==> src/rtl/cosl_pkg.sv <==
// Shared types and constants for the cosine leader clustering core.
package cosl_pkg;

    localparam int FEATURE_BITS     = 16;
    localparam int THR_BITS         = 15;
    localparam int COUNT_BITS       = 24;
    localparam int SUM_BITS         = 40;
    localparam int TICK_BITS        = 32;
    localparam int MUL_DIGIT        = 8;
    localparam int DIM_DEF          = 8;
    localparam int MAX_CLUSTERS_DEF = 64;

    localparam logic [THR_BITS-1:0]   THR_RESET = 15'd22938;
    localparam logic [COUNT_BITS-1:0] COUNT_MAX = 24'hFFFFFF;

    typedef enum logic [1:0] {
        ST_MATCH = 2'd0,
        ST_NEW   = 2'd1,
        ST_FULL  = 2'd2,
        ST_LEN   = 2'd3
    } status_t;

    typedef enum logic [3:0] {
        S_IDLE,
        S_PREP,
        S_PREPW,
        S_DOT,
        S_EVAL,
        S_M1,
        S_M3,
        S_M4,
        S_M5,
        S_RESOLVE,
        S_CREATE,
        S_UPD_INFO,
        S_UPD_RD,
        S_UPD_SUM,
        S_UPD_DIV
    } state_t;

endpackage

==> src/rtl/cosl_mul.sv <==
// Digit-serial unsigned multiplier, one 8-bit digit of b per cycle.
module cosl_mul #(
    parameter int A_BITS = 68,
    parameter int B_BITS = 34,
    parameter int P_BITS = 102
) (
    input  logic              clk,
    input  logic              rst_n,
    input  logic              start,
    input  logic [A_BITS-1:0] a,
    input  logic [B_BITS-1:0] b,
    output logic              done,
    output logic [P_BITS-1:0] prod
);

    localparam int D     = cosl_pkg::MUL_DIGIT;
    localparam int STEPS = (B_BITS + D - 1) / D;
    localparam int SCW   = (STEPS > 1) ? $clog2(STEPS) : 1;

    logic [P_BITS-1:0]   acc_reg, acc_next;
    logic [P_BITS-1:0]   a_sh_reg, a_sh_next;
    logic [B_BITS-1:0]   b_sh_reg, b_sh_next;
    logic [SCW-1:0]      step_reg, step_next;
    logic                busy_reg, busy_next;
    logic                done_reg, done_next;
    logic [P_BITS+D-1:0] part;

    assign part = a_sh_reg * b_sh_reg[D-1:0];

    always_comb
    begin
        acc_next  = acc_reg;
        a_sh_next = a_sh_reg;
        b_sh_next = b_sh_reg;
        step_next = step_reg;
        busy_next = busy_reg;
        done_next = 1'b0;
        if (start)
        begin
            acc_next  = '0;
            a_sh_next = P_BITS'(a);
            b_sh_next = b;
            step_next = '0;
            busy_next = 1'b1;
        end
        else if (busy_reg)
        begin
            acc_next  = acc_reg + part[P_BITS-1:0];
            a_sh_next = a_sh_reg << D;
            b_sh_next = b_sh_reg >> D;
            step_next = step_reg + SCW'(1);
            if (step_reg == SCW'(STEPS - 1))
            begin
                busy_next = 1'b0;
                done_next = 1'b1;
            end
        end
    end

    always_ff @(posedge clk or negedge rst_n)
    begin
        if (!rst_n)
        begin
            busy_reg <= 1'b0;
            done_reg <= 1'b0;
            step_reg <= '0;
        end
        else
        begin
            busy_reg <= busy_next;
            done_reg <= done_next;
            step_reg <= step_next;
        end
    end

    always_ff @(posedge clk)
    begin
        acc_reg  <= acc_next;
        a_sh_reg <= a_sh_next;
        b_sh_reg <= b_sh_next;
    end

    assign done = done_reg;
    assign prod = acc_reg;

endmodule

==> config.mk <==
export PLATFORM = sky130hd
export DESIGN_NAME = cosl_mul
export DESIGN_NICKNAME = d
export VERILOG_FILES = /design/src/rtl/cosl_pkg.sv /design/src/rtl/cosl_mul.sv
export SDC_FILE = /design/constraint.sdc
export NUM_CORES = 2
export LEC_CHECK = 0
export BUFFER_PORTS_ARGS = -buffer_cell sky130_fd_sc_hd__buf_2
export CAP_MARGIN = 20
export CORE_ASPECT_RATIO = 1.5
export CORE_UTILIZATION = 55
export CTS_BUF_LIST = sky130_fd_sc_hd__clkbuf_2
export DETAILED_ROUTE_END_ITERATION = 12
export PLACE_DENSITY = 0.74
export SETUP_SLACK_MARGIN = 0.02
export SKIP_LAST_GASP = 1
export SYNTH_ARGS = -nofsm -noshare
export SYNTH_HDL_FRONTEND = slang
export SYNTH_SLANG_ARGS = --single-unit
==> constraint.sdc <==
create_clock -name clk -period 11.6 [get_ports clk]
set_input_delay 0.58 -clock clk [delete_from_list [all_inputs] [get_ports clk]]
set_output_delay 0.58 -clock clk [all_outputs]
set_load 0.01 [all_outputs]
# --- After elaboration in Yosys (flattened, before gate mapping) ---
# Index checks and enable logic that the tools add are counted.
word_totals:
  in_bits: 105
  latchBits: 0
  word_cells: 24
  n_memories: 0
  regBits: 243
  romBits: 0
  mem_bits_rw: 0
  out_inout_bits: 103
op_classes:
  eq_ne: 1
  div_mod_pow: 0
  addsub: 2
  magnitude_cmp: 0
  shift: 0
  n_reduce_logical: 1
  n_bitwise: 0
  multipliers: 1
  mux: 12
op_table:
  columns: ["cell", "count"]
  rows:
  - ["2-to-1 mux 68 bit", 2]
  - ["adder 102 bit", 1]
  - ["multiplier 102 x 8 -> 102 bit", 1]
  - ["2-to-1 mux 34 bit", 2]
  - ["2-to-1 mux 1 bit", 6]
  - ["2-to-1 mux 3 bit", 2]
  - ["adder 3 x 1 -> 3 bit, second input constant", 1]
  - ["equality test 3 bit, second input constant", 1]
  - ["nonzero test 2 bit", 1]

# --- Depth between registers and ports, before layout ---
depth:
  word_depth: 4
  depth_mapped: 23
  depth_no_buf: 21

# --- Worst setup path after synthesis ---
# No wires, ideal clock.
synth_timing:
  kind: "reg-to-reg"
  startpoint: "reg b_sh_reg[3]"
  endpoint: "reg acc_reg[101], in the netlist prod[101]"
  stages_incl_launch_ff: 23
  arrival_time_ns: 5.681
  period_less_slack_ns: 5.808
  setup_ns: 0.127
  n_path_buf: 4
  t_required_ns: 11.473
  setup_slack_ns: 5.792
  path_cell_list: "edfxtp_1 -> clkbuf_1 -> clkbuf_1 -> clkbuf_1 -> and2_1 -> fa_1 -> fa_1 -> fa_1 -> inv_1 -> fa_1 -> inv_1 -> ha_1 -> buf_2 -> nand4_2 -> or2_1 -> or3_1 -> a41o_1 -> nand4b_2 -> and4_4 -> o211ai_4 -> a2111oi_4 -> nor3_1 -> or3b_1"
synth_via:
  elab_chain_len: 2
synth_lines:
  columns: ["element", "line", "rtl"]
  rows:
  - ["start: declaration", "cosl_mul.sv:22", "logic [B_BITS-1:0] b_sh_reg, b_sh_next;"]
  - ["start signal: assignment", "cosl_mul.sv:80", "b_sh_reg <= b_sh_next;"]
  - ["multiplier 102 x 8 -> 102 bit", "cosl_mul.sv:28", "assign part = a_sh_reg * b_sh_reg[D-1:0];"]
  - ["adder 102 bit", "cosl_mul.sv:48", "acc_next = acc_reg + part[P_BITS-1:0];"]
  - ["end signal: assignment", "cosl_mul.sv:78", "acc_reg <= acc_next;"]
  - ["end: declaration", "cosl_mul.sv:20", "logic [P_BITS-1:0] acc_reg, acc_next;"]
# No other way between the ends.
# A chain may end at the register's enable or synchronous reset.

# --- Worst setup path after layout ---
layout_timing:
  startpoint: "reg b_sh_reg[0]"
  endpoint: "reg acc_reg[88], in the netlist prod[88]"
# The elaborated chain is that of the path after synthesis.

==> metrics.log <==
INFO  metric clock.fmax = 0.1279 GHz
INFO  metric synth_area_per_cell = approximately 9 um^2
INFO  metric first_global_vias = 31533
INFO  metric path_max_fanout = between 60 and 70
INFO  metric max_cap_violations = 0
INFO  metric synthesis.instances = between 3000 and 4000
INFO  metric design.die.area = ~0.067 mm^2
INFO  metric timing_hold_violations_final = 0
INFO  metric yosys_warnings = 0
INFO  metric worst_slew_pin_slew = approximately 1.0 ns
INFO  metric grt_start_max_net_pins = 129
INFO  metric clock_sink_count = 243
INFO  metric start_kind = flop
INFO  metric synth_compound_gate_area_share = a little under 8%
INFO  metric drt_first_iter_violations = 1543
INFO  metric setup.worst_path.start = b_sh_reg[0]
INFO  metric clock_insertion_delay_worst_skew = 1.18 ns
INFO  metric number_of_endpoints_failing_setup_at_the_final_stage = 0
INFO  metric drt_drc_violations_left = 0
INFO  metric worst-setup-path-type = flop to flop
INFO  metric detailroute.via_count = 28432
INFO  metric totalWireLength = 102.3 mm
INFO  metric drv_slew = 0
INFO  metric fraction_of_registers_with_async_set_reset = just over 2%
INFO  metric grt_pass1_wl = about 170 mm
INFO  metric worstHoldStart = b[12]
INFO  metric port_buffers = between 200 and 250
INFO  metric p_r_area_growth_vs_syn = 8.956%
INFO  metric final_min_period_over_clock_period = around 67%
INFO  metric critical_path.max_stage_delay = 0.82 ns
INFO  metric global_route.overflow_total = 0
INFO  metric initial_utilization = ~56%
INFO  metric dp_cells = between 4000 and 5000
INFO  metric worst_slew_margin_rel = 32.65%
INFO  metric worstPathRequired = 12.55 ns
INFO  metric drive_gt1_share = between 10% and 20%
INFO  metric crit_path_frequent_cell = sky130_fd_sc_hd__fa_1
INFO  metric period_needed = between 7 and 8 ns
INFO  metric synth-simple-area-share = between 15 and 20%
INFO  metric drt_first_pass_iters = 5
INFO  metric synth-seq-cells = approximately 240
INFO  metric final_antenna_net_count = 0
INFO  metric finalWeightedCongestion = between 0.9 and 1
INFO  metric post_synth_fa_ha_maj_area_fraction = 40.98%
INFO  metric post_cts_resize_count = 0
INFO  metric synth.yosys.seq_area_share = 16.20%
INFO  metric placementRows = approximately 120
INFO  metric finalNonFillerCells = around 5100
INFO  metric post_synth_xor_area_fraction = under 10%
INFO  metric syn_nets = slightly below 5000
INFO  metric post_synth_instance_area = 0.03648 mm^2
INFO  metric die_ht = between 300 and 400 um
INFO  metric grt_antenna_before_repair = 8
INFO  metric ctsHtreeMaxLevel = 3
INFO  metric chipWidth = 212.3 um
INFO  metric clock_skew = between 0.1 and 0.15 ns
INFO  metric dr_wl_cell = 20.11 um
INFO  metric clk_path_buf_depth = 3
INFO  metric critPathCaptureType = flop
INFO  metric post-route-worst-setup-slack = ~3.8 ns
INFO  metric cpMaxStageDelayCell = sky130_fd_sc_hd__buf_4
INFO  metric timing.hold.ws = around 0.27 ns
INFO  metric synth_enable_flop_cells = around 100
INFO  metric filler_cell_count = approximately 5700
INFO  metric critical-path-top-delay-family = adder cells
INFO  metric path_clk_slew = roughly 0.12 ns
INFO  metric muxShareOfSynthArea = around 5.0%
INFO  metric synth.distinct_cells = 81
INFO  metric final_nets = slightly above 5000
INFO  metric cp.buffers_inverters = 5
INFO  metric fin_tns_setup = 0 ns
INFO  metric largest_family_of_logic_cells_by_synthesized_area = adder cells
INFO  metric postSynth.topFlopCell = sky130_fd_sc_hd__dfxtp_1
INFO  metric cts-root-buf = sky130_fd_sc_hd__clkbuf_2
INFO  metric post_cts_setup_buffers = 0
INFO  metric worstReg2RegStart = b_sh_reg[0]
INFO  metric half_perimeter_wire_length_of_the_detailed_placement_result = 76.40 mm
INFO  metric cp_cell_instances = buf_4 > buf_4 > nand2_1 > fa_1 > inv_1 > fa_1 > fa_1 > inv_1 > fa_1 > inv_1 > ha_1 > nand4_1 > nor4_1 > nand3_1 > a311oi_1 > o311ai_1 > a31oi_1 > nor2b_1 > a21boi_0 > xor2_1 > o22ai_1
INFO  metric cts_buffers = 68
INFO  metric hold_path.class = primary input to flop
INFO  metric design.core.area = 0.06561 mm^2
INFO  metric crit_arrival = slightly below 9 ns
INFO  metric route.detailed.vias_per_inst = approximately 5.6
INFO  metric pre_cts_ws = between 3 and 4 ns
INFO  metric status = complete, no violations
INFO  metric tritoncts = yes
INFO  metric grt_util_all_layers = 32.02%
INFO  metric ios = around 210
INFO  metric rsz0062_at_grt = false
## final timing paths
kind	slack, ns	cells after the start	to
setup / recovery	3.78	21	prod[88]
setup reg to reg	3.78	21	prod[88]
hold reg to reg	0.48	1	b_sh_reg[10]
max in group asynchronous	10.93	3	busy_reg
min in group asynchronous	0.42	3	step_reg[0]
hold / removal	0.27	3	b_sh_reg[12]
## cells in the mapped netlist, types with 13 or more instances
cell / instances / share of area (%)
sky130_fd_sc_hd__nor3_1: 15 / 0.21
sky130_fd_sc_hd__xor2_1: 35 / 0.84
sky130_fd_sc_hd__mux2i_1: 85 / 2.3
sky130_fd_sc_hd__nor2_1: 162 / 1.7
sky130_fd_sc_hd__xnor2_1: 65 / 1.6
sky130_fd_sc_hd__o21bai_1: 27 / 0.56
sky130_fd_sc_hd__inv_1: 797 / 8.2
sky130_fd_sc_hd__o211ai_1: 13 / 0.27
sky130_fd_sc_hd__a31oi_1: 16 / 0.27
sky130_fd_sc_hd__nand2_1: 343 / 3.5
sky130_fd_sc_hd__and2_1: 569 / 9.8
sky130_fd_sc_hd__ha_1: 113 / 3.9
sky130_fd_sc_hd__a211oi_1: 15 / 0.31
sky130_fd_sc_hd__o22ai_1: 36 / 0.62
sky130_fd_sc_hd__nand3_1: 20 / 0.27
sky130_fd_sc_hd__dfxtp_1: 136 / 7.5
sky130_fd_sc_hd__fa_1: 676 / 37
sky130_fd_sc_hd__nand4_1: 34 / 0.58
sky130_fd_sc_hd__a21oi_1: 131 / 1.8
sky130_fd_sc_hd__a21o_1: 40 / 0.82
sky130_fd_sc_hd__clkbuf_1: 165 / 1.7
sky130_fd_sc_hd__buf_1: 25 / 0.26
sky130_fd_sc_hd__edfxtp_1: 102 / 8.4
sky130_fd_sc_hd__o21ai_0: 68 / 0.93
sky130_fd_sc_hd__mux2_2: 87 / 2.7
## cell type report
type	count	area, um^2	share of cell area (%)
clock buffer	92	460.4	1.159
multi-input combinational	2706	26790	67.40
antenna	10	25.02	0.06296
inverter	798	3000	7.549
timing repair buffer	333	2286	5.752
tap	877	1097	2.761
sequential	243	5914	14.88
clock inverter	29	172.7	0.4345
## what timing repair did
action,CTS,global route
endpoints found under the hold margin,134,0
hold buffers,105,0
endpoints found under the setup margin,0,0
## cells by family after synthesis
logic type | count (synthesis)
xor+xnor | 100
compound gates | 436
mux | 172
buf+inv | 1001
flops | 243
simple gates | 1209
fa+ha+maj | 789
## per-layer routing
layer	routed length, um	GRT usage (%)	vias to the layer above	part of all wire (%)
met5	13	0	-	0.013
met4	6535	19.23	2	6.4
met3	6066	5.787	376	5.9
met2	53410	56.93	1062	52
met1	36290	35.16	14432	35
li1	-	-	12560	-
## worst reg2reg max path, delay by kind of cell, from the launching register on
kind | cells | cell delay, ns
fa+ha+maj | 5 | 2.48
simple gates | 5 | 1.64
xor+xnor | 1 | 0.15
compound gates | 5 | 1.67
buf+inv | 5 | 1.34
flops | 1 | 0.35
## layout by cell type (no fill, tap or decap), types with 68 or more instances in the layout
master                          Yosys  routed
sky130_fd_sc_hd__edfxtp_1         102     102
sky130_fd_sc_hd__o21ai_0           68      68
sky130_fd_sc_hd__dlygate4sd3_1      0     105
sky130_fd_sc_hd__nand2_1          343     343
sky130_fd_sc_hd__dfxtp_1          136     136
sky130_fd_sc_hd__ha_1             113     113
sky130_fd_sc_hd__a21oi_1          131     131
sky130_fd_sc_hd__buf_2             10     206
sky130_fd_sc_hd__fa_1             676     676
sky130_fd_sc_hd__nor2_1           162     162
sky130_fd_sc_hd__clkbuf_2           0      92
sky130_fd_sc_hd__and2_1           569     569
sky130_fd_sc_hd__inv_1            797     797
sky130_fd_sc_hd__mux2_2            87      87
sky130_fd_sc_hd__mux2i_1           85      85
## stage by stage
stage / area (um^2) / util [%]
after floorplan: 36480 / -
after global placement: 38010 / 57.93
after detailed placement: 38010 / 57.93
after CTS: 39690 / 60.49
after global routing: 39730 / 60.56
final: 39740 / 60.57
Power is not shown: default switching activity piles up to over one toggle a cycle in this logic, so the estimate is an artifact.
