--- src/rtl/cosl_ram.sv ---
// Generic single-write, single-read RAM with registered read data.
module cosl_ram #(
    parameter int WIDTH = 16,
    parameter int DEPTH = 8
) (
    input  logic                                   clk,
    input  logic                                   we,
    input  logic [(DEPTH > 1 ? $clog2(DEPTH) : 1)-1:0] waddr,
    input  logic [WIDTH-1:0]                       wdata,
    input  logic [(DEPTH > 1 ? $clog2(DEPTH) : 1)-1:0] raddr,
    output logic [WIDTH-1:0]                       rdata
);

    logic [WIDTH-1:0] mem [DEPTH];

    always_ff @(posedge clk)
    begin
        if (we)
        begin
            mem[waddr] <= wdata;
        end
        rdata <= mem[raddr];
    end

endmodule

--- config.mk ---
export PLATFORM = sky130hd
export DESIGN_NAME = cosl_ram
export DESIGN_NICKNAME = d
export VERILOG_FILES = /design/src/rtl/cosl_ram.sv
export SDC_FILE = /design/constraint.sdc
export NUM_CORES = 1
export LEC_CHECK = 0
export ABC_CLOCK_PERIOD_IN_PS = 3200
export CAP_MARGIN = 10
export CORE_ASPECT_RATIO = 0.7
export CORE_MARGIN = 2
export CORE_UTILIZATION = 35
export DETAILED_ROUTE_END_ITERATION = 10
export DONT_BUFFER_PORTS = 1
export SYNTH_ARGS = -nofsm -noshare
export SYNTH_HDL_FRONTEND = slang
export SYNTH_SLANG_ARGS = --single-unit
--- constraint.sdc ---
create_clock -name clk -period 3.2 [get_ports clk]
set_input_delay 0.16 -clock clk [delete_from_list [all_inputs] [get_ports clk]]
set_output_delay 0.16 -clock clk [all_outputs]
set_load 0.01 [all_outputs]
=== After elaboration in Yosys (flattened, before gate mapping) ===
Memory sizes are Yosys's and may differ from the RTL's. A register that Yosys moved wholly into a read port is not among the register bits.
Index checks and enable logic that the tools add are counted.

* Bits in registers: 0
* Memory bits (writable): 128
* Bits of input ports: 24
* Output and inout bits: 16
* Memories kept: 1

{| class="wikitable"
|+ Memories
! memory !! depth !! width !! rd ports !! clocked after memory_dff !! write ports !! line !! RTL
|-
| mem || 8 || 16 || 1 || 1 || 1 || 14 || <nowiki>logic [WIDTH-1:0] mem [DEPTH];</nowiki>
|}

* Muxes and demuxes: 2

{| class="wikitable"
|+ Operators by type and width
! cell !! count
|-
| two-way mux 1 bit || 2
|}

=== Longest topological paths before layout ===
Gate-level depths: netlist of run 1.

* Depth after elaboration: 2
* Gate-level depth with buffers: 4

=== Least setup slack after synthesis of run 1 ===
No wires, ideal clock.

* Kind: input-to-reg
* Start point: in waddr[2] in the netlist's numbering
* End point: mem mem[0][0] (enable)
* Arrival: 1,473 ps
* Path slack: 1,317 ps
* Cell stages on the path: 2
* Path buffers: 0
* Path through: nand2b_1 nor3_1

{| class="wikitable"
|+ RTL lines
! what !! line !! RTL
|-
| start, declared || 8 || <nowiki>input logic [(DEPTH > 1 ? $clog2(DEPTH) : 1)-1:0] waddr,</nowiki>
|-
| end, declared || 14 ||
|}

Straight into the memory's write port.

=== Worst setup path after layout of run 1 ===
* Start point: in raddr[1] in the netlist's numbering
* End point: reg rdata[8] (read register of mem)

{| class="wikitable"
|+ RTL lines
! what !! line !! RTL
|-
| start, declared || 10 || <nowiki>input logic [(DEPTH > 1 ? $clog2(DEPTH) : 1)-1:0] raddr,</nowiki>
|-
| end, declared || 11 || <nowiki>output logic [WIDTH-1:0] rdata</nowiki>
|}

No word-level cell between the ends.

==> run_results.csv, run 1 <==
group,metric,value,unit
route,viasPerCell,4.94,
power_and_ir_drop,power_per_cell_area,703,nW/um^2
worst_setup_path,setup.worst_path.class,"in -> reg",
power_and_ir_drop,final_total_pwr,4480,uW
cells_and_area,drive_above_1_share,0.221,
yosys,ys_seq_area_frac,0.787,
clock_tree,cts_tree,"yes",
floorplanning,fp.dieArea,16100,sq um
grt,grt_start_max_net_pins,33,
flow_run,max_cap_violations,0,
power_and_ir_drop,internal_power,3670,uW
clock_tree,clkLatencyLatePin,410,ps
timing,rsz0062_at_grt,"no",
cells_and_area,instances_no_fill,457,
clock_tree,max-clock-path-buffers,2,
worst_setup_path,worst-path-buf-inv,1,
clock_tree,cts_buffers,17,
worst_setup_path,max_stage_delay,1280,ps
yosys,yosysTopAreaCell,"edfxtp_1",
cells_and_area,antenna_cells,0,
placement,gp_congestion,0.625,
timing,timing.setup.tns,0,ps
power_and_ir_drop,worst_ir_drop_vdd,0.000345,V
yosys,synth_top_cells_by_area,"edfxtp_1, mux4_1, dfxtp_1, mux2_2, mux4_2",
worst_setup_path,category_of_the_worst_setup_path_capture_point,"flop",
clock_tree,clkSlewWorstSetupHoldPaths,60,ps
worst_setup_path,arrival,1880,ps
power_and_ir_drop,pwr-share-comb,0.034,
clock_tree,master_cell_of_the_clock_root_buffer,"clkbuf_16",
timing,max_slew_margin,0.253,
yosys,netlist-cell-type-count,12,
floorplanning,floorplan.rows,37,
placement,place_worst_setup_slack,1940,ps
yosys,synth-seq-cells,144,
clock_tree,postCtsSetupRepairBufs,0,
yosys,syn_avg_cell_area,24.7,sq um
grt,global_route.usage.total,0.129,
timing,fmaxAchievable,0.634,GHz
floorplanning,top_level_ports,40,
cells_and_area,flow.area_growth_from_synthesis,20.3,%
placement,port_buffers,0,
cells_and_area,layout_common_cells,"edfxtp_1, mux4_1, clkbuf_16, dlygate4sd3_1",
route,routed_wirelength,9.44,mm
yosys,synth_nets,238,
worst_setup_path,worstPathRequired,3500,ps
status,outcome,"completed",
worst_hold_path,min-delay-path-class,"in -> reg",
worst_setup_path,cp_cell_sequence,"dlygate4sd3_1 -> mux2_2",
floorplanning,floorplan.initialDensity,0.360,
route,drt-pass1-iter-count,4,
cells_and_area,layout.cells.most_common,"edfxtp_1",
power_and_ir_drop,power.switching,807,uW
yosys,yosysTopAreaCellShare,0.726,
power_and_ir_drop,clockPowerShare,0.485,
timing,timing.final.crit_share,0.493,
grt,first_pass_grt_wire_length,14.5,mm
timing,worst-slew-pin-transition,1120,ps
worst_setup_path,cp_max_fo,16,
grt,antenna_found_initial,0,
power_and_ir_drop,p_leak,0.00214,uW
timing,hold_violations,0,
floorplanning,floorplan.die.width,151,um
route,route.detailed.wl_per_inst,20.7,um
cells_and_area,final_net_count,273,
worst_setup_path,critical_path.slowest_cell,"dlygate4sd3_1",
yosys,syn_inst,214,
power_and_ir_drop,p_sw_frac,0.180,
clock_tree,cts.sink_count,144,
floorplanning,chipHeight,107,um
timing,final.min_clock_period,1580,ps
clock_tree,cts_htree_levels,4,
cells_and_area,post-route-util,0.432,
route,ant_nets,0,
grt,gr_ovfl_total,0,
timing,final-setup-viol-count,0,
timing,finalClockSkew,8.44,ps
route,drtIter0Drc,174,
yosys,synthesis.yosys.warnings,0,
worst_setup_path,path_delay_family,"buffers and inverters",
power_and_ir_drop,share_seq_of_total_power,0.482,
timing,report.final.slew_viol_count,0,
yosys,syn_area,5290,sq um
route,vias,2256,
floorplanning,placeableCoreArea,14700,sq um
placement,placedCellCount,408,
worst_setup_path,worst_setup_path_start_kind,"primary input",
placement,detailed_place_hpwl,5.01,mm
grt,first_global_vias,2413,
route,drc,0,
timing,setup_slack,1620,ps
-- state kept, by name, indices dropped and copies added (netlist names) --
signal and cells:
mem 128, rdata 16
-- per-layer routing --
metal / track usage / wire [um] / vias up
li1: - / - / 992
met1: 0.175 / 4400 / 1193
met2: 0.192 / 4400 / 57
met3: 0.0421 / 503 / 14
met4: 0.0521 / 140 / 0
met5: 0 / 0 / -
-- final cells by class --
cell class | instances | area, sq um
fill | 1253 | 8360
clock inverter | 11 | 213
tap | 195 | 244
sequential | 144 | 4160
multi-input combinational | 61 | 1070
clock buffer | 21 | 440
timing repair buffer | 25 | 230
-- per-stage QoR --
step | hold slack (ps) | cell area (sq um)
after floorplan | 259 | 5290
after global placement | 259 | 5540
after detailed placement | 259 | 5540
after CTS | 16.7 | 6370
after global routing | 21.1 | 6370
final | 31.4 | 6370
-- Yosys cell counts --
library cell / n
nor3_1: 2
clkbuf_2: 1
nand2b_1: 3
nor2_1: 6
buf_6: 4
edfxtp_1: 128
nand2_1: 2
mux4_2: 4
mux4_1: 28
dfxtp_1: 16
mux2_2: 16
buf_1: 4
-- worst paths after layout --
path | start | endpoint | slack, ps | cells after the start
worst max-delay path | raddr[1] | rdata[8] | 1620 | 2
worst min-delay path | raddr[2] | rdata[13] | 30 | 2
worst max register to register | mem[1][10] | rdata[10] | 1940 | 2
worst min register to register | mem[0][4] | rdata[4] | 670 | 2
-- power groups by stage --
stage                     clock [uW]  combinational (uW)  sequential, uW
after floorplan                    0                 107            2190
after CTS                       2210                 153            2160
final                           2170                 150            2160
after global placement             0                 108            2190
after detailed placement           0                 111            2200
after global routing            2310                 163            2160
-- cells by family (layout without fill, tap and decap cells) --
group	count (synthesis)	count (layout)	share of synthesized area
and+or+nand+nor	13	13	0.0111
DFF	144	144	0.787
muxes	48	48	0.190
buffers and inverters	9	57	0.0123
-- repair_timing --
action                                 4_1_cts  5_1_grt
gates resized for setup                      0        0
endpoints found under the hold margin      144        0
hold buffers                                17        0
Note: power is estimated with default switching activity, not from simulation.
==> run 2: changes to the inputs <==
--- a/config.mk
+++ b/config.mk
@@ -5,7 +5,7 @@
 export SDC_FILE = /design/constraint.sdc
 export NUM_CORES = 1
 export LEC_CHECK = 0
-export ABC_CLOCK_PERIOD_IN_PS = 3200
+export ABC_CLOCK_PERIOD_IN_PS = 1650
 export CAP_MARGIN = 10
 export CORE_ASPECT_RATIO = 0.7
 export CORE_MARGIN = 2
==> constraint.sdc (replaced) <==
create_clock -name clk -period 1.65 [get_ports clk]
set_input_delay 0.0825 -clock clk [delete_from_list [all_inputs] [get_ports clk]]
set_output_delay 0.0825 -clock clk [all_outputs]
set_load 0.01 [all_outputs]
==> run_results.csv, run 2 (same netlist as run 1, synthesis figures left out) <==
group,metric,value,unit
clock_tree,clkLatencyLatePin,410,ps
route,drtIter0Drc,117,
worst_setup_path,worstPathRequired,1940,ps
floorplanning,placeableCoreArea,14700,sq um
grt,gr_ovfl_total,0,
floorplanning,top_level_ports,40,
power_and_ir_drop,worst_ir_drop_vdd,0.000746,V
worst_setup_path,beginning_of_the_worst_register_to_register_path,"mem[4][5]",
timing,final.min_clock_period,1530,ps
cells_and_area,n_fill_cell,1262,
worst_setup_path,category_of_the_worst_setup_path_capture_point,"flop",
status,outcome,"completed",
worst_setup_path,worst_setup_path_start_kind,"primary input",
timing,final-setup-viol-count,0,
worst_setup_path,cp-startpoint,"raddr[1]",
grt,antenna_found_initial,0,
floorplanning,chipHeight,107,um
power_and_ir_drop,p_leak,0.00214,uW
flow_run,max_cap_violations,0,
clock_tree,clkSlewWorstSetupHoldPaths,60,ps
timing,timing.setup.tns,0,ps
placement,port_buffers,0,
cells_and_area,layout.cells.most_common,"edfxtp_1",
placement,gp_congestion,0.668,
worst_setup_path,setup.worst_path.class,"in -> reg",
clock_tree,cts_tree,"yes",
route,drt-pass1-iter-count,4,
cells_and_area,drive_above_1_share,0.237,
worst_setup_path,arrival,1820,ps
timing,timing.final.crit_share,0.926,
worst_setup_path,critical_path.slowest_cell,"dlygate4sd3_1",
timing,max_slew_margin,0.230,
route,routed_wirelength,9.35,mm
timing,fmaxAchievable,0.654,GHz
route,ant_nets,0,
timing,finalClockSkew,6.10,ps
worst_setup_path,path_delay_family,"buffers and inverters",
timing,hold_violations,0,
cells_and_area,antenna_cells,0,
floorplanning,floorplan.die.width,151,um
worst_setup_path,cp_cell_sequence,"dlygate4sd3_1 -> mux2_2",
cells_and_area,flow.area_growth_from_synthesis,20.5,%
clock_tree,cts_htree_levels,4,
clock_tree,ctsResizeCount,0,
clock_tree,max-clock-path-buffers,2,
grt,first_global_vias,2371,
worst_hold_path,min-delay-start,"raddr[0]",
cells_and_area,layout_top_registers,"mem (128), rdata (16)",
worst_setup_path,worst-path-buf-inv,1,
cells_and_area,layout_common_cells,"edfxtp_1, mux4_1, dlygate4sd3_1",
route,viasPerCell,4.85,
route,vias,2236,
route,route.detailed.wl_per_inst,20.3,um
floorplanning,fp.dieArea,16100,sq um
route,drc,0,
worst_hold_path,min-delay-path-class,"in -> reg",
clock_tree,cts.sink_count,144,
timing,worst-slew-pin-transition,1150,ps
power_and_ir_drop,power_per_cell_area,1330,nW/um^2
worst_setup_path,max_stage_delay,1300,ps
floorplanning,floorplan.rows,37,
grt,global_route.usage.total,0.125,
timing,report.final.slew_viol_count,0,
power_and_ir_drop,final_total_pwr,8460,uW
grt,grt_start_max_net_pins,33,
clock_tree,cts_buffers,17,
clock_tree,master_cell_of_the_clock_root_buffer,"clkbuf_16",
worst_setup_path,cp_max_fo,16,
cells_and_area,number_of_flip_flops_under_the_largest_register_name,128,
grt,first_pass_grt_wire_length,14.0,mm
cells_and_area,final_net_count,277,
cells_and_area,largest-register,"mem",
placement,detailed_place_hpwl,4.98,mm
floorplanning,floorplan.initialDensity,0.360,
timing,rsz0062_at_grt,"no",
==> run 2: cell count changes in the layout (fill, tap and decap cells not counted), sizes merged <==
cell         previous run  this run
dlygate4sd3            17        18
clkinv                  5         7
clkinvlp                0         3
bufinv                  6         4
clkbuf                 21        18
buf                     8        11
==> run 2: worst paths after layout <==
kind                    end  slack, ps  cells past startpoint
setup / recovery  rdata[13]        120                      2
hold / removal    rdata[15]         20                      2
setup reg to reg   rdata[5]        380                      2
hold reg to reg   rdata[15]        660                      2
==> run 2: metal layers <==
layer | wire [um] | share of wire | track usage | up-vias
met4 | 55 | 0.0059 | 0.0501 | 0
met3 | 439 | 0.047 | 0.0400 | 6
met2 | 4730 | 0.51 | 0.199 | 43
met5 | 0 | 0 | 0 | -
met1 | 4120 | 0.44 | 0.161 | 1186
li1 | - | - | - | 1001
==> run 2: timing repair <==
item | CTS | global route
endpoints found under the hold margin | 144 | 0
setup buffers | 0 | 0
hold buffers | 19 | 0
==> run 2: per-stage QoR <==
step	std cells	instance area [sq um]	hold WS (ps)	utilization	setup slack, ps
after floorplan	214	5300	181	-	272
after CTS	461	6380	3.77	0.433	126
final	461	6380	23.3	0.433	122
after detailed placement	410	5560	182	0.378	382
after global placement	410	5560	182	0.378	404
after global routing	461	6380	6.33	0.433	80.9
==> run 2: area by class of cell <==
type                    count  area (sq um)  area share
repair buffers             29           275      0.0432
multi-input cells          61          1070       0.168
flip-flops and latches    144          4160       0.653
well taps                 195           244      0.0383
clock buffers              18           429      0.0673
clock inverters            14           191      0.0300
==> run 2: where the power goes <==
group	leakage [uW]	internal, uW	switching (uW)	total (uW)
Combinational	0.000545	171	143	314
Clock	0.000294	2530	1440	3970
Sequential	0.00130	4120	61.0	4180
Total	0.00214	6820	1640	8460
==> run 3: changes to the inputs <==
--- a/config.mk
+++ b/config.mk
@@ -5,7 +5,7 @@
 export SDC_FILE = /design/constraint.sdc
 export NUM_CORES = 1
 export LEC_CHECK = 0
-export ABC_CLOCK_PERIOD_IN_PS = 1650
+export ABC_CLOCK_PERIOD_IN_PS = 1600
 export CAP_MARGIN = 10
 export CORE_ASPECT_RATIO = 0.7
 export CORE_MARGIN = 2
==> constraint.sdc (replaced) <==
create_clock -name clk -period 1.6 [get_ports clk]
set_input_delay 0.08 -clock clk [delete_from_list [all_inputs] [get_ports clk]]
set_output_delay 0.08 -clock clk [all_outputs]
set_load 0.01 [all_outputs]
==> run_results.csv, run 3 (same netlist as run 1, synthesis figures left out) <==
group,metric,value,unit
status,outcome,"completed",
cells_and_area,final_net_count,276,
cells_and_area,drive_above_1_share,0.238,
worst_setup_path,worst-path-buf-inv,1,
power_and_ir_drop,power_per_cell_area,1370,nW/um^2
route,viasPerCell,4.78,
grt,antenna_found_initial,0,
cells_and_area,flow.area_growth_from_synthesis,20.3,%
floorplanning,floorplan.rows,37,
timing,rsz0062_at_grt,"no",
worst_setup_path,setup.reg_to_reg.worst_slack,330,ps
flow_run,max_cap_violations,0,
timing,timing.final.crit_share,0.949,
clock_tree,ctsResizeCount,0,
timing,setup_slack,81.8,ps
floorplanning,floorplan.die.width,151,um
worst_setup_path,setup.worst_path.class,"in -> reg",
worst_setup_path,worstPathRequired,1890,ps
cells_and_area,layout.cells.most_common,"edfxtp_1",
route,drc,0,
clock_tree,master_cell_of_the_clock_root_buffer,"clkbuf_16",
cells_and_area,layout_top_registers,"mem (128), rdata (16)",
floorplanning,top_level_ports,40,
worst_setup_path,arrival,1810,ps
floorplanning,placeableCoreArea,14700,sq um
timing,finalClockSkew,5.38,ps
cells_and_area,post-route-util,0.433,
worst_hold_path,min-delay-path-class,"in -> reg",
cells_and_area,largest-register,"mem",
power_and_ir_drop,worst_ir_drop_vdd,0.000770,V
clock_tree,clkLatencyLatePin,400,ps
clock_tree,cts.sink_count,144,
timing,max_slew_margin,0.243,
clock_tree,postCtsSetupRepairBufs,0,
timing,hold_violations,0,
grt,grt_start_max_net_pins,33,
timing,fmaxAchievable,0.659,GHz
floorplanning,fp.dieArea,16100,sq um
timing,final-setup-viol-count,0,
route,ant_nets,0,
clock_tree,cts_hold_buffers,18,
worst_setup_path,max_stage_delay,1280,ps
placement,port_buffers,0,
cells_and_area,number_of_flip_flops_under_the_largest_register_name,128,
timing,worst-slew-pin-transition,1130,ps
placement,detailed_place_hpwl,4.98,mm
floorplanning,chipHeight,107,um
route,drt-pass1-iter-count,4,
route,route.detailed.wl_per_inst,20.1,um
worst_setup_path,worst_setup_path_start_kind,"primary input",
worst_setup_path,category_of_the_worst_setup_path_capture_point,"flop",
grt,first_pass_grt_wire_length,13.9,mm
placement,place_worst_setup_slack,332,ps
timing,timing.setup.tns,0,ps
timing,report.final.slew_viol_count,0,
grt,global_route.usage.total,0.124,
cells_and_area,antenna_cells,0,
clock_tree,cts_htree_levels,4,
placement,gp_congestion,0.668,
clock_tree,cts_tree,"yes",
worst_setup_path,cp_max_fo,16,
grt,first_global_vias,2362,
worst_setup_path,critical_path.slowest_cell,"dlygate4sd3_1",
floorplanning,floorplan.initialDensity,0.360,
clock_tree,cts_buffers,17,
clock_tree,max-clock-path-buffers,2,
grt,gr_ovfl_total,0,
route,routed_wirelength,9.26,mm
worst_setup_path,cp_cell_sequence,"dlygate4sd3_1 -> mux2_2",
route,vias,2198,
power_and_ir_drop,p_leak,0.00213,uW
timing,final.min_clock_period,1520,ps
clock_tree,clkSlewWorstSetupHoldPaths,60,ps
route,drtIter0Drc,142,
cells_and_area,layout_common_cells,"edfxtp_1, mux4_1, clkbuf_16, dlygate4sd3_1",
worst_setup_path,path_delay_family,"buffers and inverters",
-- run 3: cell types whose count changed in the layout (fill, tap and decap cells not counted), sizes merged --
cell | previous run | this run
dlygate4sd3 | 18 | 17
-- run 3: area by class of cell --
cell class              count  area, sq um
fillers                  1263         8350
repair buffers             28          265
multi-input cells          61         1070
flip-flops and latches    144         4160
clock inverters            14          191
well taps                 195          244
clock buffers              18          429
-- run 3: per-stage QoR --
stage          hold slack (ps)  instances  power [uW]  area [sq um]
3_5_place_dp               179        410        4620          5560
2_1_floorplan              179        214        4590          5300
3_3_place_gp               179        410        4610          5560
6_report                  23.2        460        8720          6370
4_1_cts                   1.27        460        8820          6370
5_1_grt                   3.83        460        8990          6370
-- run 3: final timing paths --
kind,from,endpoint,cells past startpoint
setup / recovery,raddr[1],rdata[13],2
hold / removal,raddr[0],rdata[2],2
setup reg to reg,mem[4][5],rdata[5],2
hold reg to reg,mem[0][15],rdata[15],2
-- run 3: where the power goes --
| group | switching [uW] | internal, uW | leakage [uW] |
|---|---|---|---|
| Clock | 1480 | 2610 | 0.000294 |
| Combinational | 146 | 175 | 0.000541 |
| Sequential | 62.8 | 4250 | 0.00130 |
| Total | 1690 | 7030 | 0.00213 |
-- run 3: routing by layer --
metal,GRT usage,up-vias,part of all wire
li1,-,999,-
met1,0.160,1155,0.44
met2,0.197,38,0.51
met3,0.0400,6,0.041
met4,0.0501,0,0.0059
met5,0,-,0
