[config.mk]
export PLATFORM = sky130hd
export DESIGN_NAME = cosl_div
export DESIGN_NICKNAME = d
export VERILOG_FILES = /design/src/rtl/cosl_pkg.sv /design/src/rtl/cosl_div.sv
export SDC_FILE = /design/constraint.sdc
export NUM_CORES = 1
export LEC_CHECK = 0
export BUFFER_PORTS_ARGS = -buffer_cell sky130_fd_sc_hd__buf_2
export CORE_MARGIN = 2
export CORE_UTILIZATION = 53
export DETAILED_ROUTE_END_ITERATION = 8
export GPL_ROUTABILITY_DRIVEN = 0
export HOLD_SLACK_MARGIN = 0.02
export PLACE_DENSITY = 0.77
export SLEW_MARGIN = 20
export SYNTH_ARGS = -nofsm -noshare
export SYNTH_HDL_FRONTEND = slang
export SYNTH_SLANG_ARGS = --single-unit
export TNS_END_PERCENT = 1
[constraint.sdc]
create_clock -name clk -period 2.6 [get_ports clk]
set_input_delay 0.65 -clock clk [delete_from_list [all_inputs] [get_ports clk]]
set_output_delay 0.65 -clock clk [all_outputs]
set_load 0.005 [all_outputs]
[src/rtl/cosl_pkg.sv]
// Shared types and constants for the cosine leader clustering core.
package cosl_pkg;

    localparam int FEATURE_BITS     = 16;
    localparam int THR_BITS         = 15;
    localparam int COUNT_BITS       = 24;
    localparam int SUM_BITS         = 40;
    localparam int TICK_BITS        = 32;
    localparam int MUL_DIGIT        = 8;
    localparam int DIM_DEF          = 8;
    localparam int MAX_CLUSTERS_DEF = 64;

    localparam logic [THR_BITS-1:0]   THR_RESET = 15'd22938;
    localparam logic [COUNT_BITS-1:0] COUNT_MAX = 24'hFFFFFF;

    typedef enum logic [1:0] {
        ST_MATCH = 2'd0,
        ST_NEW   = 2'd1,
        ST_FULL  = 2'd2,
        ST_LEN   = 2'd3
    } status_t;

    typedef enum logic [3:0] {
        S_IDLE,
        S_PREP,
        S_PREPW,
        S_DOT,
        S_EVAL,
        S_M1,
        S_M3,
        S_M4,
        S_M5,
        S_RESOLVE,
        S_CREATE,
        S_UPD_INFO,
        S_UPD_RD,
        S_UPD_SUM,
        S_UPD_DIV
    } state_t;

endpackage

[src/rtl/cosl_div.sv]
// Restoring divider: signed sum by unsigned count, truncated toward zero.
module cosl_div (
    input  logic                                  clk,
    input  logic                                  rst_n,
    input  logic                                  start,
    input  logic [cosl_pkg::SUM_BITS-1:0]         dividend,
    input  logic [cosl_pkg::COUNT_BITS-1:0]       divisor,
    output logic                                  done,
    output logic [cosl_pkg::FEATURE_BITS-1:0]     quotient
);

    localparam int SB  = cosl_pkg::SUM_BITS;
    localparam int CB  = cosl_pkg::COUNT_BITS;
    localparam int SCW = $clog2(SB);

    logic [SB-1:0]  mq_reg, mq_next;
    logic [CB-1:0]  rem_reg, rem_next;
    logic [CB-1:0]  d_reg, d_next;
    logic           neg_reg, neg_next;
    logic [SCW-1:0] step_reg, step_next;
    logic           busy_reg, busy_next;
    logic           done_reg, done_next;
    logic [CB:0]    rem_sh;
    logic [CB:0]    rem_sub;
    logic [SB-1:0]  q_full;

    assign rem_sh  = {rem_reg, mq_reg[SB-1]};
    assign rem_sub = rem_sh - {1'b0, d_reg};

    always_comb
    begin
        mq_next   = mq_reg;
        rem_next  = rem_reg;
        d_next    = d_reg;
        neg_next  = neg_reg;
        step_next = step_reg;
        busy_next = busy_reg;
        done_next = 1'b0;
        if (start)
        begin
            neg_next  = dividend[SB-1];
            mq_next   = dividend[SB-1] ? (~dividend + SB'(1)) : dividend;
            rem_next  = '0;
            d_next    = divisor;
            step_next = '0;
            busy_next = 1'b1;
        end
        else if (busy_reg)
        begin
            if (rem_sh >= {1'b0, d_reg})
            begin
                rem_next = rem_sub[CB-1:0];
                mq_next  = {mq_reg[SB-2:0], 1'b1};
            end
            else
            begin
                rem_next = rem_sh[CB-1:0];
                mq_next  = {mq_reg[SB-2:0], 1'b0};
            end
            step_next = step_reg + SCW'(1);
            if (step_reg == SCW'(SB - 1))
            begin
                busy_next = 1'b0;
                done_next = 1'b1;
            end
        end
    end

    always_ff @(posedge clk or negedge rst_n)
    begin
        if (!rst_n)
        begin
            busy_reg <= 1'b0;
            done_reg <= 1'b0;
            step_reg <= '0;
        end
        else
        begin
            busy_reg <= busy_next;
            done_reg <= done_next;
            step_reg <= step_next;
        end
    end

    always_ff @(posedge clk)
    begin
        mq_reg  <= mq_next;
        rem_reg <= rem_next;
        d_reg   <= d_next;
        neg_reg <= neg_next;
    end

    assign q_full   = neg_reg ? (~mq_reg + SB'(1)) : mq_reg;
    assign quotient = q_full[cosl_pkg::FEATURE_BITS-1:0];
    assign done     = done_reg;

endmodule
### Yosys cells after proc, flatten, opt, wreduce, memory -nomap -nowiden

Index checks and enable logic that the tools add are counted.

* bits in registers: 97
* word-level logic and storage cells: 30

* $add $sub $neg: 4
* magnitude comparators: 1
* eq/ne operators: 1
* multiplexer cells: 14
* bitwise operators: 2
* reductions and logical operators: 1

Operators with widths (number)
* 40-bit two-way mux: 3
* 40-bit by 1-bit adder with 40-bit output (second input constant): 1
* 40-bit inverter: 1
* 25-bit by 24-bit >= comparator with 1-bit output: 1
* 24-bit two-way mux: 1
* 24-bit subtractor: 1
* 16-bit by 1-bit adder with 16-bit output (second input constant): 1
* 16-bit two-way mux: 1
* 16-bit inverter: 1
* 6-bit two-way mux: 2
* 1-bit two-way mux: 7
* 6-bit by 1-bit adder with 6-bit output (second input constant): 1
* 6-bit equality test (second input constant): 1
* 2-bit nonzero test: 1

### Depth between registers and ports, before layout

Gate-level depths: netlist (run 1).

* word-level depth: 4
* depth in mapped cells: 12
* depth with buffers taken out: 11

### Worst setup path after synthesis (run 1)

OpenSTA, ideal clock, no wires.

* kind: input -> register
* from: in dividend[18] in the netlist's numbering
* to: reg mq_reg[36], data pin
* arrival: 2.701 ns
* data required time: 2.329 ns
* setup slack: -0.371 ns
* stages: 8
* path buffers: 0
* cell sequence: or4_1 > nor4_2 > nand4b_1 > or2_1 > or3_4 > o31ai_2 > xor2_1 > a21oi_1

* cells in the longest elaborated chain, start to end: 4

RTL lines
* start: declaration: line cosl_div.sv:6 `input logic [cosl_pkg::SUM_BITS-1:0] dividend,`
* 40-bit inverter: line cosl_div.sv:42 `mq_next = dividend[SB-1] ? (~dividend + SB'(1)) : dividend;`
* 40-bit by 1-bit adder with 40-bit output: line cosl_div.sv:42
* 40-bit two-way mux: line cosl_div.sv:42
* 40-bit two-way mux: line cosl_div.sv:39 `if (start)`
* net mq_next[36]: line cosl_div.sv:16 `logic [SB-1:0] mq_reg, mq_next;`
* end signal: assignment: line cosl_div.sv:87 `mq_reg <= mq_next;`
* end: declaration: line cosl_div.sv:16

The timed path passes the listed nets, and every way through them passes these cells.
A chain may end at the register's enable or synchronous reset.

### Worst setup path in the final report (run 1)

* from: reg mq_reg[2]
* to: out quotient[13] in the netlist's numbering

* cells in the longest elaborated chain, start to end: 3

RTL lines
* 16-bit inverter: line cosl_div.sv:93 `assign q_full = neg_reg ? (~mq_reg + SB'(1)) : mq_reg;`
* 16-bit by 1-bit adder with 16-bit output: line cosl_div.sv:93
* 16-bit two-way mux: line cosl_div.sv:93
* end: declaration: line cosl_div.sv:9 `output logic [cosl_pkg::FEATURE_BITS-1:0] quotient`

No other way between the ends.

==> results.sh, run 1 <==
export IMPL_ys_warn_count=0
export IMPL_muxShareOfSynthArea_pct=0.973
export IMPL_syn_avg_cell_area_um2=9.13
export IMPL_critical_path_class="register to primary output"
export IMPL_core_mm2=0.0114
export IMPL_cp_data_required_time_ps=1950
export IMPL_synthDistinctLibCells=60
export IMPL_startpoint_type="register"
export IMPL_grt_busiest_layer="met2"
export IMPL_gr_usage_met1_pct=30.3
export IMPL_violations="setup timing"
export IMPL_fin_area_mm2=0.00814
export IMPL_first_global_vias=5778
export IMPL_area_growth_pct=31.8
export IMPL_fin_ws_ps=-602
export IMPL_antenna_found_initial=0
export IMPL_finalSetupViolations=21
export IMPL_diodes=0
export IMPL_placed_area_mm2=0.00747
export IMPL_numPortBuffers=83
export IMPL_start_util_pct=54.3
export IMPL_synth_fa_ha_area_share_pct=5.80
export IMPL_rr_startpoint="d_reg[7]$_DFFE_PP_"
export IMPL_drtIter0Drc=327
export IMPL_num_vias=5720
export IMPL_die_w_um=112
export IMPL_hold_violations=0
export IMPL_netlist_area_mm2=0.00617
export IMPL_post_layout_nonfiller_instances=992
export IMPL_syn_num_nets=771
export IMPL_cts_tree="done"
export IMPL_nets=939
export IMPL_r2r_slack_ps=-90
export IMPL_rsz0062_at_grt="true"
export IMPL_cp_end_kind="primary output"
export IMPL_rows=39
export IMPL_cts_made_buffers=9
export IMPL_p_per_area_mw_per_mm2=801
export IMPL_clk_latency_ps=350
export IMPL_period_share_pct=123
export IMPL_cts_root_buf="clkbuf_16"
export IMPL_wirelength_um=15600
export IMPL_place_hpwl_um=10800
export IMPL_viasPerCell=5.77
export IMPL_fp_dieArea_mm2=0.0125
export IMPL_ios=84
export IMPL_slew_violations=0
export IMPL_firstDrtPassIters=5
export IMPL_seq_area_frac_synth_pct=42.7
export IMPL_synthSimpleGateAreaFrac_pct=18.4
export IMPL_cts_hold_buffers=0
export IMPL_netlist_instances=676
export IMPL_synth_compound_area_share_pct=17.9
export IMPL_hold_class="input port to async pin"
export IMPL_yosys_most_used_dff="edfxtp_1"
export IMPL_clock_sinks=97
export IMPL_grtUsageMet3_pct=4.25
export IMPL_worst_slew_pin_slew_ps=788
export IMPL_chipHeight_um=112
export IMPL_power_total_w=0.00652
export IMPL_htree_levels=3
export IMPL_synth_top_family_by_area="simple AND/OR/NAND/NOR gates"
export IMPL_swShare_pct=34.5
export IMPL_crit_fanout=3
export IMPL_multi_input_area_mm2=0.00361
export IMPL_outcome="finished, violations left"
export IMPL_drive_gt1_share_pct=31.6
export IMPL_critPathArrivalTime_ps=2550
export IMPL_p_int_w=0.00427
export IMPL_grt_ovfl_total=0
export IMPL_dp_slack_ps=-652
export IMPL_asyncSetResetFlopFracSynth_pct=8.25
export IMPL_regArea_mm2=0.00263
export IMPL_finClkSkew_ps=4.46
export IMPL_drcViolationCount=0
export IMPL_maxCapViolCount=0
export IMPL_power_leakage_nw=3.47
export IMPL_grt_pass1_wl_um=25500
export IMPL_grt_start_max_net_pins=123
export IMPL_pwr_share_seq_pct=32.8
export IMPL_p_switching_w=0.00225
export IMPL_drtAntennaViolNets=0
export IMPL_clk_pin_slew_ps=60
export IMPL_max_freq_ghz=0.312
export IMPL_largest_reg_flops=40
export IMPL_synth_xor_area_share_pct=9.93
export IMPL_reg2reg_to="rem_reg[16]$_SDFFE_PP0P_"
export IMPL_slew_headroom_pct=47.5
export IMPL_ys_ff_latch=97
export IMPL_wl_per_cell_um=15.7
export IMPL_use_met2_pct=42.8
export IMPL_grt_usage_pct=24.7
export IMPL_ir_drop_mv=0.747
export IMPL_pwr_share_clk_pct=22.1
export IMPL_placed_cells=976
export IMPL_postCtsSetupBuffers=0
export IMPL_cts_buffer_depth=2
export IMPL_synth_edf_count=65
export IMPL_fillers=816
export IMPL_rr_worst_depth=12
export IMPL_post_route_min_period_ps=3200
export IMPL_pwr_share_comb_pct=45.1
==> cells in the mapped netlist (all sizes together) (11+ instances only) <==
cell    count  area [um^2]
o21ai      36          180
or3        11         78.8
clkbuf     30          113
xor2       45          394
o31ai      14          110
nor2       87          327
edfxtp     65         1950
a311oi     19          166
ha         27          338
a21oi      62          310
dfxtp      24          480
inv        35          131
xnor2      25          219
nand2      69          259
==> worst max path at each step <==
stage / start / endpoint / slack, ps / depth (start not counted)
floorplan: dividend[18] / mq_reg[36]$_DFFE_PP_ / -370 / 8
global placement: dividend[4] / mq_reg[34]$_DFFE_PP_ / -560 / 10
detailed placement: dividend[18] / mq_reg[34]$_DFFE_PP_ / -650 / 9
CTS: mq_reg[2]$_DFFE_PP_ / quotient[13] / -660 / 6
global route: mq_reg[2]$_DFFE_PP_ / quotient[13] / -680 / 6
finish: mq_reg[2]$_DFFE_PP_ / quotient[13] / -600 / 6
==> critical path, cell delays in order, from the launching register on <==
cell and delay (ps):
edfxtp_1 400, or3_4 420, or3b_4 400, or4_4 470, o41ai_4 230, xnor2_1 150
buf_2 130
==> final cells by class <==
cell class	instances	area share (%)
multi-input cells	510	44.3
flip-flops and latches	97	32.4
repair buffers	191	15.5
clock buffers	14	3.24
well taps	143	2.20
inverters	35	1.61
clock inverters	2	0.738
==> through the flow <==
| stage | util, % | hold slack, ps | setup TNS, ps |
|---|---|---|---|
| global route | 71.6 | 137 | -8670 |
| detailed placement | 65.7 | 490 | -10580 |
| CTS | 70.4 | 130 | -4130 |
| finish | 71.6 | 137 | -4130 |
| floorplan | - | 354 | -3170 |
| global placement | 65.7 | 479 | -9290 |
==> power groups by stage <==
stage	Sequential, W	Combinational (W)	Clock [W]
2_1_floorplan	0.00210	0.00157	0
3_3_place_gp	0.00211	0.00251	0
3_5_place_dp	0.00213	0.00261	0
4_1_cts	0.00212	0.00280	0.00146
5_1_grt	0.00217	0.00322	0.00152
6_report	0.00214	0.00294	0.00144
==> metal layers <==
layer	routed length, um	vias up
li1	-	2778
met3	687	42
met1	6620	2710
met2	7820	190
met4	424	0
met5	0	-
==> kinds of logic after synthesis <==
kind of cell | after synthesis
AO/OA/AOI/OAI | 172
XOR/XNOR | 70
adder cells (fa/ha/maj) | 28
buffers and inverters | 69
flip-flops | 97
multiplexers | 6
AND/OR/NAND/NOR | 234
==> placed cells by master (no fill, tap or decap), types with 7 or more instances in the layout <==
cell type / count
clkbuf_16: 9
a311oi_2: 11
nand2_1: 68
inv_1: 35
o21ai_0: 25
buf_4: 105
nand2b_1: 9
a21oi_1: 58
dfxtp_1: 24
dfrtp_1: 8
xor2_1: 45
ha_1: 21
nand4_1: 9
nor2_1: 87
o31ai_1: 10
buf_2: 82
xnor2_1: 25
or3_1: 7
a311oi_1: 8
edfxtp_1: 65
==> timing repair <==
action                                  in CTS  in global routing
endpoints found under the hold margin        0                  0
endpoints found under the setup margin      41                 46
gates resized for setup                     37                 23
pin swaps                                   11                 10
No activity file was read; power rests on OpenSTA's default activity.
==> run 2: changes to the inputs <==
--- a/config.mk
+++ b/config.mk
@@ -12,6 +12,7 @@
 export GPL_ROUTABILITY_DRIVEN = 0
 export HOLD_SLACK_MARGIN = 0.02
 export PLACE_DENSITY = 0.77
+export RECOVER_POWER = 50
 export SLEW_MARGIN = 20
 export SYNTH_ARGS = -nofsm -noshare
 export SYNTH_HDL_FRONTEND = slang
==> run 2 against run 1 <==
Compared with the run above: the run ends with capacitance limit, slew limit, setup timing left; core utilization fell by 0.30 points; total power barely moved; flip-flop and latch count did not move; setup slack got worse by 1.0 ps; clock-buffer cell count did not move; combinational power barely moved; register-to-register slack got worse by 20 ps; non-clock buffer count did not move; wire length rose by 0.29%; sequential power barely moved; largest power group unchanged.
==> results.sh, run 2 (synthesis gave the netlist of run 1 again) <==
export IMPL_slew_headroom_pct=-25.5
export IMPL_path_delay_family="simple AND/OR/NAND/NOR gates"
export IMPL_firstDrtPassIters=5
export IMPL_cts_made_buffers=9
export IMPL_crit_path_max_incr_delay_ps=470
export IMPL_max_freq_ghz=0.312
export IMPL_clk_pin_slew_ps=60
export IMPL_cts_hold_buffers=0
export IMPL_slew_violations=41
export IMPL_finClkSkew_ps=4.78
export IMPL_critPathArrivalTime_ps=2550
export IMPL_largest_reg_flops=40
export IMPL_die_w_um=112
export IMPL_drcViolationCount=0
export IMPL_drive_gt1_share_pct=31.1
export IMPL_cp_data_required_time_ps=1950
export IMPL_wl_per_cell_um=15.7
export IMPL_placed_area_mm2=0.00747
export IMPL_final_common_cell="buf_4"
export IMPL_mostFrequentLayoutCells="104 x buf_4, 87 x nor2_1, 80 x buf_2"
export IMPL_multi_input_area_mm2=0.00361
export IMPL_swShare_pct=34.6
export IMPL_clock_sinks=97
export IMPL_chipHeight_um=112
export IMPL_p_per_area_mw_per_mm2=805
export IMPL_p_switching_w=0.00225
export IMPL_cp_end_kind="primary output"
export IMPL_rsz0062_at_grt="true"
export IMPL_cts_tree="done"
export IMPL_period_share_pct=123
export IMPL_grt_usage_pct=24.7
export IMPL_numPortBuffers=83
export IMPL_critical_path_class="register to primary output"
export IMPL_nets=939
export IMPL_antenna_found_initial=0
export IMPL_pwr_share_clk_pct=22.1
export IMPL_post_layout_nonfiller_instances=992
export IMPL_worstPathBufferInverterCount=1
export IMPL_grt_start_max_net_pins=123
export IMPL_grt_pass1_wl_um=25500
export IMPL_cts_root_buf="clkbuf_16"
export IMPL_first_global_vias=5778
export IMPL_place_hpwl_um=10800
export IMPL_startpoint_type="register"
export IMPL_fillers=822
export IMPL_pwr_share_comb_pct=45.1
export IMPL_placed_cells=976
export IMPL_drtIter0Drc=401
export IMPL_area_growth_pct=31.3
export IMPL_start_util_pct=54.3
export IMPL_finalSetupViolations=28
export IMPL_drtAntennaViolNets=0
export IMPL_htree_levels=3
export IMPL_hold_class="input port to async pin"
export IMPL_cts_buffer_depth=2
export IMPL_cp_cell_sequence="or3_4, or3b_4, or4_4, o41ai_4, xnor2_1, buf_2"
export IMPL_grt_ovfl_total=0
export IMPL_diodes=0
export IMPL_num_vias=5748
export IMPL_fp_dieArea_mm2=0.0125
export IMPL_core_mm2=0.0114
export IMPL_clk_latency_ps=350
export IMPL_regArea_mm2=0.00263
export IMPL_power_leakage_nw=3.44
export IMPL_rows=39
export IMPL_pwr_share_seq_pct=32.7
export IMPL_fin_area_mm2=0.00810
export IMPL_p_int_w=0.00427
export IMPL_worst_slew_pin_slew_ps=1880
export IMPL_wirelength_um=15600
export IMPL_post_route_min_period_ps=3200
export IMPL_crit_slowest_cell="or4_4"
export IMPL_hold_violations=0
export IMPL_viasPerCell=5.79
export IMPL_maxCapViolCount=1
export IMPL_ir_drop_mv=0.745
export IMPL_violations="capacitance limit, slew limit, setup timing"
export IMPL_outcome="finished, violations left"
export IMPL_crit_fanout=3
export IMPL_tns_ps=-4750
export IMPL_fin_ws_ps=-603
export IMPL_ios=84
## run 2: routing by layer
layer	wire, um	global-route usage, %	up-vias
li1	-	-	2773
met1	6580	30.3	2746
met2	7860	42.8	191
met3	742	4.25	38
met4	417	10.9	0
met5	0	0	-
## run 2: cell type report
cell class                 count  share of cell area, %
clock buffer                  14                   3.26
clock inverter                 2                  0.741
inverter                      35                   1.62
multi-input combinational    510                   44.5
sequential                    97                   32.5
tap                          143                   2.21
timing repair buffer         191                   15.1
## run 2: power groups by stage
stage,Combinational (W),Sequential [W],Clock (W)
final,0.00294,0.00214,0.00144
after CTS,0.00280,0.00212,0.00146
after global placement,0.00251,0.00211,0
after global routing,0.00322,0.00217,0.00152
after floorplan,0.00157,0.00210,0
after detailed placement,0.00261,0.00213,0
## run 2: final timing paths
check	startpoint	to	slack (ps)	depth (start not counted)
min reg2reg	rem_reg[23]$_SDFFE_PP0P_	rem_reg[23]$_SDFFE_PP0P_	500	2
max reg2reg	mq_reg[39]$_DFFE_PP_	rem_reg[22]$_SDFFE_PP0P_	-110	11
max	mq_reg[2]$_DFFE_PP_	quotient[13]	-600	6
max in group asynchronous	rst_n	busy_reg$_DFF_PN0_	2080	1
min	rst_n	step_reg[1]$_DFFE_PN0P_	210	1
min in group clk	divisor[18]	d_reg[18]$_DFFE_PP_	470	1
## run 2: through the flow
stage          hold slack (ps)  utilization (%)  power [W]  worst slack [ps]
2_1_floorplan              354                -    0.00368              -371
3_3_place_gp               479             65.7    0.00462              -557
3_5_place_dp               490             65.7    0.00474              -652
4_1_cts                    130             70.4    0.00638              -655
5_1_grt                    243             71.3    0.00691              -679
6_report                   214             71.3    0.00652              -603
## run 2: timing repair
item	4_1_cts	5_1_grt
hold endpoints to repair	0	0
cloned	0	0
gates resized for setup	37	23
pin swaps	11	10
setup buffers	0	0
endpoints found under the setup margin	41	46
==> run 3: changes to the inputs <==
--- a/config.mk
+++ b/config.mk
@@ -5,13 +5,15 @@
 export SDC_FILE = /design/constraint.sdc
 export NUM_CORES = 1
 export LEC_CHECK = 0
+export ABC_AREA = 1
 export BUFFER_PORTS_ARGS = -buffer_cell sky130_fd_sc_hd__buf_2
 export CORE_MARGIN = 2
-export CORE_UTILIZATION = 53
+export CORE_UTILIZATION = 55
+export CTS_BUF_LIST = sky130_fd_sc_hd__clkbuf_2 sky130_fd_sc_hd__clkbuf_4 sky130_fd_sc_hd__clkbuf_8
 export DETAILED_ROUTE_END_ITERATION = 8
 export GPL_ROUTABILITY_DRIVEN = 0
 export HOLD_SLACK_MARGIN = 0.02
-export PLACE_DENSITY = 0.77
+export PLACE_DENSITY = 0.79
 export RECOVER_POWER = 50
 export SLEW_MARGIN = 20
 export SYNTH_ARGS = -nofsm -noshare
==> run 3 against run 2 <==
Compared with the run above: the flow finishes with violations (setup timing); register-to-register slack improved by 410 ps; clock power decreased by 30%; synthesized cell count increased by 60%; sequential share of layout area decreased by 0.39 points; fmax increased by 22%; final cell count increased by 36%; worst hold slack got worse by 52 ps; setup slack improved by 580 ps; total power decreased by 12%; critical endpoint is now quotient[10].
==> results.sh, run 3 <==
export IMPL_outcome="finished, violations left"
export IMPL_violations="setup timing"
export IMPL_slew_headroom_pct=34.1
export IMPL_fin_ws_ps=-18.2
export IMPL_finalSetupViolations=2
export IMPL_syn_num_nets=1176
export IMPL_first_global_vias=6935
export IMPL_start_util_pct=55.8
export IMPL_drtIter0Drc=505
export IMPL_finClkSkew_ps=17.9
export IMPL_startpoint_type="register"
export IMPL_diodes=0
export IMPL_firstDrtPassIters=4
export IMPL_grt_start_max_net_pins=53
export IMPL_drcViolationCount=0
export IMPL_wirelength_um=18200
export IMPL_die_w_um=119
export IMPL_tns_ps=-20.6
export IMPL_synth_top_cell_by_area="edfxtp_1"
export IMPL_ys_ff_latch=97
export IMPL_critical_path_class="register to primary output"
export IMPL_cts_root_buf="clkbuf_8"
export IMPL_power_leakage_nw=4.14
export IMPL_worstPathBufferInverterCount=4
export IMPL_yosys_most_used_dff="edfxtp_1"
export IMPL_p_per_area_mw_per_mm2=697
export IMPL_netlist_area_mm2=0.00733
export IMPL_largest_reg_flops=40
export IMPL_viasPerCell=5.29
export IMPL_seq_area_frac_synth_pct=35.9
export IMPL_worst_slew_pin_slew_ps=988
export IMPL_clk_latency_ps=400
export IMPL_core_mm2=0.0131
export IMPL_nets=1263
export IMPL_grt_ovfl_total=0
export IMPL_cts_hold_buffers=0
export IMPL_crit_path_max_incr_delay_ps=420
export IMPL_cts_tree="done"
export IMPL_ir_drop_mv=0.277
export IMPL_synth_commonest_cells="332 x nand2_1, 177 x inv_1, 97 x nor2_1"
export IMPL_path_delay_family="simple AND/OR/NAND/NOR gates"
export IMPL_asyncSetResetFlopFracSynth_pct=8.25
export IMPL_rr_startpoint="d_reg[8]$_DFFE_PP_"
export IMPL_synth_edf_count=65
export IMPL_yosysMostFrequentCell="nand2_1"
export IMPL_place_hpwl_um=13800
export IMPL_slew_violations=0
export IMPL_synthDistinctLibCells=42
export IMPL_synth_area_leaders="edfxtp_1 27%, nand2_1 17%, inv_1 9.1%"
export IMPL_post_route_min_period_ps=2620
export IMPL_htree_levels=3
export IMPL_cp_cell_sequence="inv_1, ha_1, inv_1, nor4_4, nand4_1, nand2_1, buf_4, xor2_1, buf_2"
export IMPL_rsz0062_at_grt="true"
export IMPL_clk_pin_slew_ps=100
export IMPL_numPortBuffers=83
export IMPL_drive_gt1_share_pct=13.0
export IMPL_chipHeight_um=119
export IMPL_critPathArrivalTime_ps=1970
export IMPL_ios=84
export IMPL_hold_violations=0
export IMPL_final_core_utilization_pct=62.4
export IMPL_antenna_found_initial=0
export IMPL_cp_end_kind="primary output"
export IMPL_crit_slowest_cell="edfxtp_1"
export IMPL_grt_usage_pct=26.9
export IMPL_clock_sinks=97
export IMPL_syn_avg_cell_area_um2=6.78
export IMPL_num_vias=7136
export IMPL_mostFrequentLayoutCells="331 x nand2_1, 175 x inv_1, 96 x nor2_1"
export IMPL_crit_start="mq_reg[1]$_DFFE_PP_"
export IMPL_wl_per_cell_um=13.5
export IMPL_crit_fanout=3
export IMPL_area_growth_pct=11.8
export IMPL_netlist_instances=1081
export IMPL_maxCapViolCount=0
export IMPL_crit_top_cell="inv_1"
export IMPL_drtAntennaViolNets=0
export IMPL_period_share_pct=101
export IMPL_cts_made_buffers=9
export IMPL_hold_worst_slack_ps=163
export IMPL_cts_buffer_depth=2
export IMPL_synth_top_cell_area_share_pct=26.6
export IMPL_cp_data_required_time_ps=1950
export IMPL_ys_warn_count=0
export IMPL_fp_dieArea_mm2=0.0143
export IMPL_rows=42
export IMPL_dp_slack_ps=169
export IMPL_max_freq_ghz=0.382
export IMPL_hold_class="input port to async pin"
export IMPL_grt_pass1_wl_um=31000
export IMPL_final_common_cell="nand2_1"
run 3: cell count changes after synthesis, moves of 19 or more:
cell and change:
nand4_1 +31, a21oi_1 -43, nand2_1 +263, inv_1 +142
a311oi_1 -19, xor2_1 -20, nand3_1 +88
run 3: final timing paths:
kind	to	slack (ps)	cells past startpoint
setup / recovery	quotient[10]	-20	9
hold / removal	step_reg[0]$_DFFE_PN0P_	160	1
setup reg to reg	mq_reg[0]$_DFFE_PP_	300	12
hold reg to reg	rem_reg[12]$_SDFFE_PP0P_	480	2
max in group asynchronous	step_reg[4]$_DFFE_PN0P_	2130	1
min in group clk	d_reg[0]$_DFFE_PP_	420	1
run 3: final cells by class:
| class | instances | area [um^2] |
|---|---|---|
| fill | 1285 | 4940 |
| multi-input combinational | 763 | 3870 |
| sequential | 97 | 2630 |
| inverter | 192 | 721 |
| timing repair buffer | 105 | 561 |
| tap | 176 | 220 |
| clock buffer | 10 | 131 |
| clock inverter | 6 | 60.1 |
run 3: through the flow:
stage / power (W) / std cells / instance area, um^2
global route: 0.00620 / 1349 / 8200
finish: 0.00572 / 1349 / 8200
global placement: 0.00461 / 1324 / 7960
floorplan: 0.00406 / 1081 / 7330
detailed placement: 0.00465 / 1324 / 7960
CTS: 0.00573 / 1349 / 8240
run 3: routing by layer:
| metal | wire [um] | GRT usage [%] | share of wire [%] |
|---|---|---|---|
| met2 | 8490 | 44.8 | 47 |
| met4 | 666 | 12.6 | 3.7 |
| met3 | 1190 | 3.98 | 6.5 |
| met5 | 0 | 0 | 0 |
| met1 | 7890 | 34.5 | 43 |
run 3: cell families after synthesis:
family                     synth area share, %
buffers and inverters                     11.7
DFF                                       35.9
and+or+nand+nor                           35.7
AOI/OAI and AO/OA                         7.03
adders and majority gates                 4.88
xor gates and xnor gates                  4.78
run 3: power by group:
part / leakage, nW / switching, W / total (W) / internal [W]
Sequential: 0.982 / 0.000152 / 0.00206 / 0.00191
Combinational: 3.06 / 0.00166 / 0.00265 / 0.000987
Clock: 0.0971 / 0.000558 / 0.00101 / 0.000451
Total: 4.14 / 0.00237 / 0.00572 / 0.00335
run 3: repair_timing:
item	in CTS	in global routing
pin swaps	6	3
gates resized for setup	6	2
hold endpoints to repair	0	0
endpoints found under the setup margin	8	6
buffers inserted	9	0
